==> src/firlc_pkg.sv <==
`timescale 1ns / 1ps

package firlc_pkg;

    localparam int TAPS        = 100;
    localparam int SAMPLE_BITS = 16;
    localparam int COEF_BITS   = 16;
    localparam int FRAC_BITS   = 15;
    localparam int IDX_W       = $clog2(TAPS);
    localparam int PROD_W      = SAMPLE_BITS + COEF_BITS;
    localparam int ACC_W       = PROD_W + $clog2(TAPS) + 1;

    localparam logic ACT_COEF   = 1'b0;
    localparam logic ACT_SAMPLE = 1'b1;

    typedef struct packed {
        logic                        action;
        logic [6:0]                  coef_index;
        logic signed [COEF_BITS-1:0] coef_value;
        logic signed [15:0]          sample;
    } item_t;

    typedef struct packed {
        logic signed [15:0] filtered;
        logic               clipped;
    } result_t;

    typedef struct packed {
        logic clear;
        logic mul_en;
        logic acc_en;
    } mac_ctrl_t;

endpackage

==> src/firlc_mac.sv <==
`timescale 1ns / 1ps

module firlc_mac
    import firlc_pkg::*;
(
    input  logic                          clk,
    input  logic                          rst_n,
    input  mac_ctrl_t                     ctrl,
    input  logic signed [COEF_BITS-1:0]   coef,
    input  logic signed [SAMPLE_BITS-1:0] tap,
    output logic signed [SAMPLE_BITS-1:0] filtered,
    output logic                          clipped
);

    localparam int Y_W = ACC_W - FRAC_BITS;
    localparam logic signed [ACC_W-1:0] HALF = ACC_W'(1) <<< (FRAC_BITS - 1);
    localparam logic signed [Y_W-1:0]   SAT_HI = Y_W'((1 << (SAMPLE_BITS - 1)) - 1);
    localparam logic signed [Y_W-1:0]   SAT_LO = ~SAT_HI;

    logic signed [PROD_W-1:0] prod_reg;
    logic signed [ACC_W-1:0]  acc_reg;
    logic signed [ACC_W-1:0]  rnd;
    logic signed [ACC_W-1:0]  shifted;
    logic signed [Y_W-1:0]    y_full;

    always_ff @(posedge clk)
    begin
        if (ctrl.mul_en)
        begin
            prod_reg <= coef * tap;
        end
    end

    always_ff @(posedge clk or negedge rst_n)
    begin
        if (!rst_n)
        begin
            acc_reg <= '0;
        end
        else if (ctrl.clear)
        begin
            acc_reg <= '0;
        end
        else if (ctrl.acc_en)
        begin
            acc_reg <= acc_reg + ACC_W'(prod_reg);
        end
    end

    // Adding one half and shifting arithmetically rounds halves upwards.
    always_comb
    begin
        rnd     = acc_reg + HALF;
        shifted = rnd >>> FRAC_BITS;
        y_full  = shifted[Y_W-1:0];
        if (y_full > SAT_HI)
        begin
            filtered = SAT_HI[SAMPLE_BITS-1:0];
            clipped  = 1'b1;
        end
        else if (y_full < SAT_LO)
        begin
            filtered = SAT_LO[SAMPLE_BITS-1:0];
            clipped  = 1'b1;
        end
        else
        begin
            filtered = y_full[SAMPLE_BITS-1:0];
            clipped  = 1'b0;
        end
    end

endmodule

==> src/fir_filter_loaded_coefficients.sv <==
`timescale 1ns / 1ps

// Direct-form FIR filter with 100 loadable Q1.15 taps over signed 16-bit samples.
// A word with action 0 writes one coefficient and gives no result;
// an index beyond the last tap is ignored. A word with action 1 gives one result,
// formed from the delay line before the new sample enters it, so the output lags by
// one sample. A sample word keeps the block busy while the single multiplier and
// accumulator step through one tap per cycle, reading the coefficient and delay
// memories once each per tap. The next word may be accepted while a finished
// result still waits to be taken.
module fir_filter_loaded_coefficients
    import firlc_pkg::*;
(
    input  logic    clk,
    input  logic    rst_n,
    input  logic    item_valid,
    output logic    item_stall,
    input  item_t   item,
    output logic    result_valid,
    input  logic    result_stall,
    output result_t result
);

    typedef enum logic [1:0] {
        ST_IDLE,
        ST_RUN,
        ST_DRAIN,
        ST_FINISH
    } state_t;

    state_t state_reg;

    logic [IDX_W-1:0] cnt_reg;
    logic [IDX_W-1:0] rd_ptr_reg;
    logic [IDX_W-1:0] wr_ptr_reg;
    logic signed [SAMPLE_BITS-1:0] sample_reg;
    logic    rd_vld_reg;
    logic    mul_vld_reg;
    logic    result_valid_reg;
    result_t result_reg;

    logic signed [COEF_BITS-1:0]   coef_mem [TAPS];
    logic signed [SAMPLE_BITS-1:0] dly_mem  [TAPS];
    logic [TAPS-1:0] coef_vld_reg;
    logic [TAPS-1:0] dly_vld_reg;

    logic signed [COEF_BITS-1:0]   coef_rd_reg;
    logic signed [SAMPLE_BITS-1:0] dly_rd_reg;
    logic coef_ok_reg;
    logic dly_ok_reg;

    logic accept;
    logic coef_wr;
    logic slot_free;
    logic dly_wr;
    mac_ctrl_t mac_ctrl;
    logic signed [COEF_BITS-1:0]   mac_coef;
    logic signed [SAMPLE_BITS-1:0] mac_tap;
    logic signed [SAMPLE_BITS-1:0] mac_y;
    logic mac_clip;

    assign item_stall   = (state_reg != ST_IDLE);
    assign accept       = item_valid && !item_stall;
    assign coef_wr      = accept && (item.action == ACT_COEF) && (32'(item.coef_index) < TAPS);
    assign slot_free    = !result_valid_reg || !result_stall;
    assign dly_wr       = (state_reg == ST_FINISH) && slot_free;
    assign result_valid = result_valid_reg;
    assign result       = result_reg;

    // Entries never written read as zero through their valid bits.
    assign mac_coef = coef_ok_reg ? coef_rd_reg : '0;
    assign mac_tap  = dly_ok_reg ? dly_rd_reg : '0;

    assign mac_ctrl.clear  = accept && (item.action == ACT_SAMPLE);
    assign mac_ctrl.mul_en = rd_vld_reg;
    assign mac_ctrl.acc_en = mul_vld_reg;

    always_ff @(posedge clk)
    begin
        if (coef_wr)
        begin
            coef_mem[IDX_W'(item.coef_index)] <= item.coef_value;
        end
        if (dly_wr)
        begin
            dly_mem[wr_ptr_reg] <= sample_reg;
        end
        coef_rd_reg <= coef_mem[cnt_reg];
        dly_rd_reg  <= dly_mem[rd_ptr_reg];
    end

    always_ff @(posedge clk or negedge rst_n)
    begin
        if (!rst_n)
        begin
            coef_vld_reg <= '0;
            dly_vld_reg  <= '0;
            coef_ok_reg  <= 1'b0;
            dly_ok_reg   <= 1'b0;
        end
        else
        begin
            if (coef_wr)
            begin
                coef_vld_reg[IDX_W'(item.coef_index)] <= 1'b1;
            end
            if (dly_wr)
            begin
                dly_vld_reg[wr_ptr_reg] <= 1'b1;
            end
            coef_ok_reg <= coef_vld_reg[cnt_reg];
            dly_ok_reg  <= dly_vld_reg[rd_ptr_reg];
        end
    end

    always_ff @(posedge clk or negedge rst_n)
    begin
        if (!rst_n)
        begin
            state_reg        <= ST_IDLE;
            cnt_reg          <= '0;
            rd_ptr_reg       <= '0;
            wr_ptr_reg       <= '0;
            sample_reg       <= '0;
            rd_vld_reg       <= 1'b0;
            mul_vld_reg      <= 1'b0;
            result_valid_reg <= 1'b0;
            result_reg       <= '0;
        end
        else
        begin
            rd_vld_reg  <= (state_reg == ST_RUN);
            mul_vld_reg <= rd_vld_reg;
            if (dly_wr)
            begin
                result_valid_reg <= 1'b1;
            end
            else if (result_valid_reg && !result_stall)
            begin
                result_valid_reg <= 1'b0;
            end
            unique case (state_reg)
                ST_IDLE:
                begin
                    if (accept && (item.action == ACT_SAMPLE))
                    begin
                        sample_reg <= item.sample;
                        cnt_reg    <= '0;
                        rd_ptr_reg <= wr_ptr_reg;
                        state_reg  <= ST_RUN;
                    end
                end
                ST_RUN:
                begin
                    cnt_reg    <= cnt_reg + 1'b1;
                    rd_ptr_reg <= (rd_ptr_reg == IDX_W'(TAPS - 1)) ? '0 : rd_ptr_reg + 1'b1;
                    if (cnt_reg == IDX_W'(TAPS - 1))
                    begin
                        state_reg <= ST_DRAIN;
                    end
                end
                ST_DRAIN:
                begin
                    if (!rd_vld_reg && !mul_vld_reg)
                    begin
                        state_reg <= ST_FINISH;
                    end
                end
                ST_FINISH:
                begin
                    if (slot_free)
                    begin
                        result_reg.filtered <= mac_y;
                        result_reg.clipped  <= mac_clip;
                        wr_ptr_reg <= (wr_ptr_reg == IDX_W'(TAPS - 1)) ? '0 : wr_ptr_reg + 1'b1;
                        state_reg  <= ST_IDLE;
                    end
                end
                default:
                begin
                    state_reg <= ST_IDLE;
                end
            endcase
        end
    end

    firlc_mac u_mac (
        .clk      (clk),
        .rst_n    (rst_n),
        .ctrl     (mac_ctrl),
        .coef     (mac_coef),
        .tap      (mac_tap),
        .filtered (mac_y),
        .clipped  (mac_clip)
    );

    a_pipe_busy: assert property (@(posedge clk) disable iff (!rst_n)
        (rd_vld_reg || mul_vld_reg) |-> (state_reg == ST_RUN || state_reg == ST_DRAIN))
        else $error("Tap pipeline active outside a sample pass.");

    a_sample_start: assert property (@(posedge clk) disable iff (!rst_n)
        (accept && item.action == ACT_SAMPLE) |=> (state_reg == ST_RUN && cnt_reg == '0))
        else $error("Sample word did not start a tap pass.");

    a_finish_result: assert property (@(posedge clk) disable iff (!rst_n)
        (state_reg == ST_FINISH && slot_free) |=> (result_valid && state_reg == ST_IDLE))
        else $error("Finished sample did not present a result.");

    a_ptr_range: assert property (@(posedge clk) disable iff (!rst_n)
        (wr_ptr_reg <= IDX_W'(TAPS - 1)) && (rd_ptr_reg <= IDX_W'(TAPS - 1)))
        else $error("Delay line pointer out of range.");

endmodule
==> config.mk <==
export PLATFORM = sky130hd
export DESIGN_NAME = fir_filter_loaded_coefficients
export DESIGN_NICKNAME = d
export VERILOG_FILES = /design/src/firlc_pkg.sv /design/src/firlc_mac.sv /design/src/fir_filter_loaded_coefficients.sv
export SDC_FILE = /design/constraint.sdc
export NUM_CORES = 2
export LEC_CHECK = 0
export BUFFER_PORTS_ARGS = -buffer_cell sky130_fd_sc_hd__buf_2
export CORE_UTILIZATION = 50
export DETAILED_ROUTE_END_ITERATION = 12
export PLACE_DENSITY = 0.7
export SLEW_MARGIN = 20
export SYNTH_ARGS = -nofsm -noshare
export SYNTH_HDL_FRONTEND = slang
export SYNTH_SLANG_ARGS = --single-unit
==> constraint.sdc <==
create_clock -name clk -period 6.8 [get_ports clk]
set_input_delay 1.7 -clock clk [delete_from_list [all_inputs] [get_ports clk]]
set_output_delay 1.7 -clock clk [all_outputs]
set_load 0.01 [all_outputs]
==> reports/metrics.csv <==
metric,value,unit
status,finished clean,
dr_total_vias,73300,
synth.yosys.seq_area_share,70.8,%
hold_viol_final,0,
fill_cells,21300,
dieArea,0.299,sq mm
final_antenna_net_count,0,
gp_congestion,0.869,
synthFlopType,edfxtp_1,
top_regs,"coef_mem x1600, dly_mem x1600",
multi_input_area,0.0409,sq mm
syn2layout_area_growth,13.0,%
netlist_area,0.149,sq mm
synth_largest_area_cell,edfxtp_1,
yosysTopAreaCellShare,65.3,%
overflow,0,
finalSetupViolations,0,
via_per_inst,6.08,
cts-root-buf,clkbuf_16,
cts_tree,done,
finalMaxSlewViolations,0,
p_seq_share,42.8,%
synthCells,7419,
p_switching,18.8,mW
synth_fp_nets,7855,
post-route-drc-count,0,
dp_hpwl,203,mm
synth.distinct_cells,70,
place_area,0.155,sq mm
p_leak,57.0,nW
synth-edff-count,3232,
start_util,50.4,%
endpoint_kind,register,
clkSinkCount,3565,
cts_buffers,357,
clockBufferDepth,4,
clkLatencyLatePin,0.94,ns
seq_area,0.105,sq mm
nNetsFinal,8251,
rows,199,
worst_pin_slew,1.14,ns
ys_top_cells_by_area,"edfxtp_1, mux4_2, dfrtp_1",
layout_common_cells,"edfxtp_1, mux4_2, nor2_1",
fin_area,0.168,sq mm
worstPathRequired,7.44,ns
peakVddDrop,376,uV
skew,0.0589,ns
yosysWarnings,0,
swShare,29.4,%
firstDrtPassIters,5,
path_common_cell,fa_1,
drtIter0Drc,8232,
critical_path.slowest_cell,fa_2,
layout_commonest_cell,edfxtp_1,
cp_data_arrival_time,7.17,ns
period_needed,6.53,ns
ys_ff_latch,3565,
cts_hold_buf,0,
routed_wl,346,mm
syn_avg_cell_area,20.0,sq um
max_cap_viol_count,0,
path_class,reg -> reg,
die_x,547,um
clkTransAtPathRegs,0.06,ns
worstHoldPathType,reg -> reg,
critPathLaunchType,register,
io_buffers,62,
antenna_found_initial,15,
track_usage,23.3,%
min_period_over_period,96.1,%
slew_headroom,23.7,%
max_stage_delay,0.62,ns
max_freq,0.153,GHz
crit_chain,buf_4 -> and2_1 -> nand2_1 -> inv_1 -> fa_2 -> buf_4 -> fa_1 -> fa_1 -> fa_1 -> fa_1 -> inv_1 -> fa_1 -> inv_1 -> ha_2 -> and3_1 -> nand2_1 -> a211o_1 -> a22oi_2 -> a2111oi_2 -> buf_4 -> o21bai_1 -> a21oi_1 -> xnor2_1,
p_int,45.1,mW
fp.dieH,547,um
core,0.295,sq mm
wire_per_inst,28.7,um
critPathMaxFanout,11,
clkPwrFrac,31.8,%
grt_pass1_vias,74900,
layout-drive-gt1-share,29.2,%
power_density,381,mW/mm^2
combPwrFrac,25.3,%
grt_max_degree,134,
top_level_ports,63,
hold_ws,0.460,ns
rsz0062_at_grt,true,
async_flop_share,8.44,%
grt_pass1_wl,511,mm
htree_levels,5,
what timing repair did:
item,4_1_cts,5_1_grt
endpoints found under the hold margin,0,0
endpoints found under the setup margin,3,4
setup buffers,0,3
resized for setup,2,31
pin swaps,0,2
metal layers:
metal | track usage, % | wire length [um]
met4 | 6.41 | 9460
met2 | 36.4 | 164000
met5 | 0 | 27
met1 | 34.3 | 143000
met3 | 3.91 | 29400
cell families after synthesis:
logic type | Yosys count | synth area share [%]
flip-flops | 3565 | 70.8
AND/OR/NAND/NOR | 1187 | 3.69
multiplexers | 1180 | 17.1
buffers and inverters | 669 | 1.84
adder cells (fa/ha/maj) | 392 | 4.63
AO/OA/AOI/OAI | 349 | 1.43
XOR/XNOR | 77 | 0.454
final timing paths:
kind / slack (ns) / startpoint / endpoint / cells after the start
setup / recovery: 0.27 / coef_ok_reg / u_mac.prod_reg[31] / 23
hold / removal: 0.46 / dly_vld_reg[40] / dly_vld_reg[40] / 1
setup reg to reg: 0.27 / coef_ok_reg / u_mac.prod_reg[31] / 23
hold reg to reg: 0.46 / dly_vld_reg[40] / dly_vld_reg[40] / 1
max in group asynchronous: 4.57 / rst_n / coef_vld_reg[7] / 2
min in group asynchronous: 0.82 / rst_n / sample_reg[7] / 1
synthesized netlist by cell type (75+ instances only):
| library cell | instances |
|---|---|
| a21oi_1 | 104 |
| buf_2 | 75 |
| clkbuf_1 | 217 |
| dfrtp_1 | 301 |
| edfxtp_1 | 3232 |
| fa_1 | 263 |
| ha_1 | 129 |
| inv_1 | 302 |
| mux4_2 | 1088 |
| nand2_1 | 333 |
| nand3_1 | 78 |
| nor2_1 | 417 |
| o21ai_0 | 94 |
| or2_2 | 203 |
power by group through the flow:
stage               Clock (mW)  Combinational, mW  Sequential (mW)
CTS                       20.7               15.7             27.8
detailed placement           0               15.7             28.3
finish                    20.4               16.2             27.4
floorplan                    0               10.7             27.4
global route              21.5               17.1             27.5
global placement             0               15.5             28.1
final cells by class:
cell class	count	share of cell area (%)
diodes	9	0.0134
clock buffers	469	5.82
clock inverters	192	1.48
inverters	302	0.675
multi-input cells	3185	24.4
flip-flops and latches	3565	62.7
well taps	3919	2.92
repair buffers	404	2.04
through the flow:
stage / power (mW) / instances / utilization [%] / setup WS, ns / TNS, ns
after floorplan: 38.1 / 7419 / - / 0.289 / 0
after global placement: 43.6 / 11400 / 52.7 / -0.0652 / -0.0652
after detailed placement: 43.9 / 11400 / 52.7 / -0.0184 / -0.0329
after CTS: 64.2 / 12000 / 56.8 / 0.112 / 0
after global routing: 66.1 / 12000 / 57.0 / -0.0458 / -0.0838
final: 63.9 / 12000 / 57.0 / 0.266 / 0
critical path: cells and delay by family (launching register included):
kind            cells  cell delay [ns]
buf+inv             6             0.74
fa+ha+maj           7             3.47
xor+xnor            1             0.12
simple gates        4             0.64
compound gates      5             0.85
flops               1             0.42
Power figures use the tool's default switching activity.
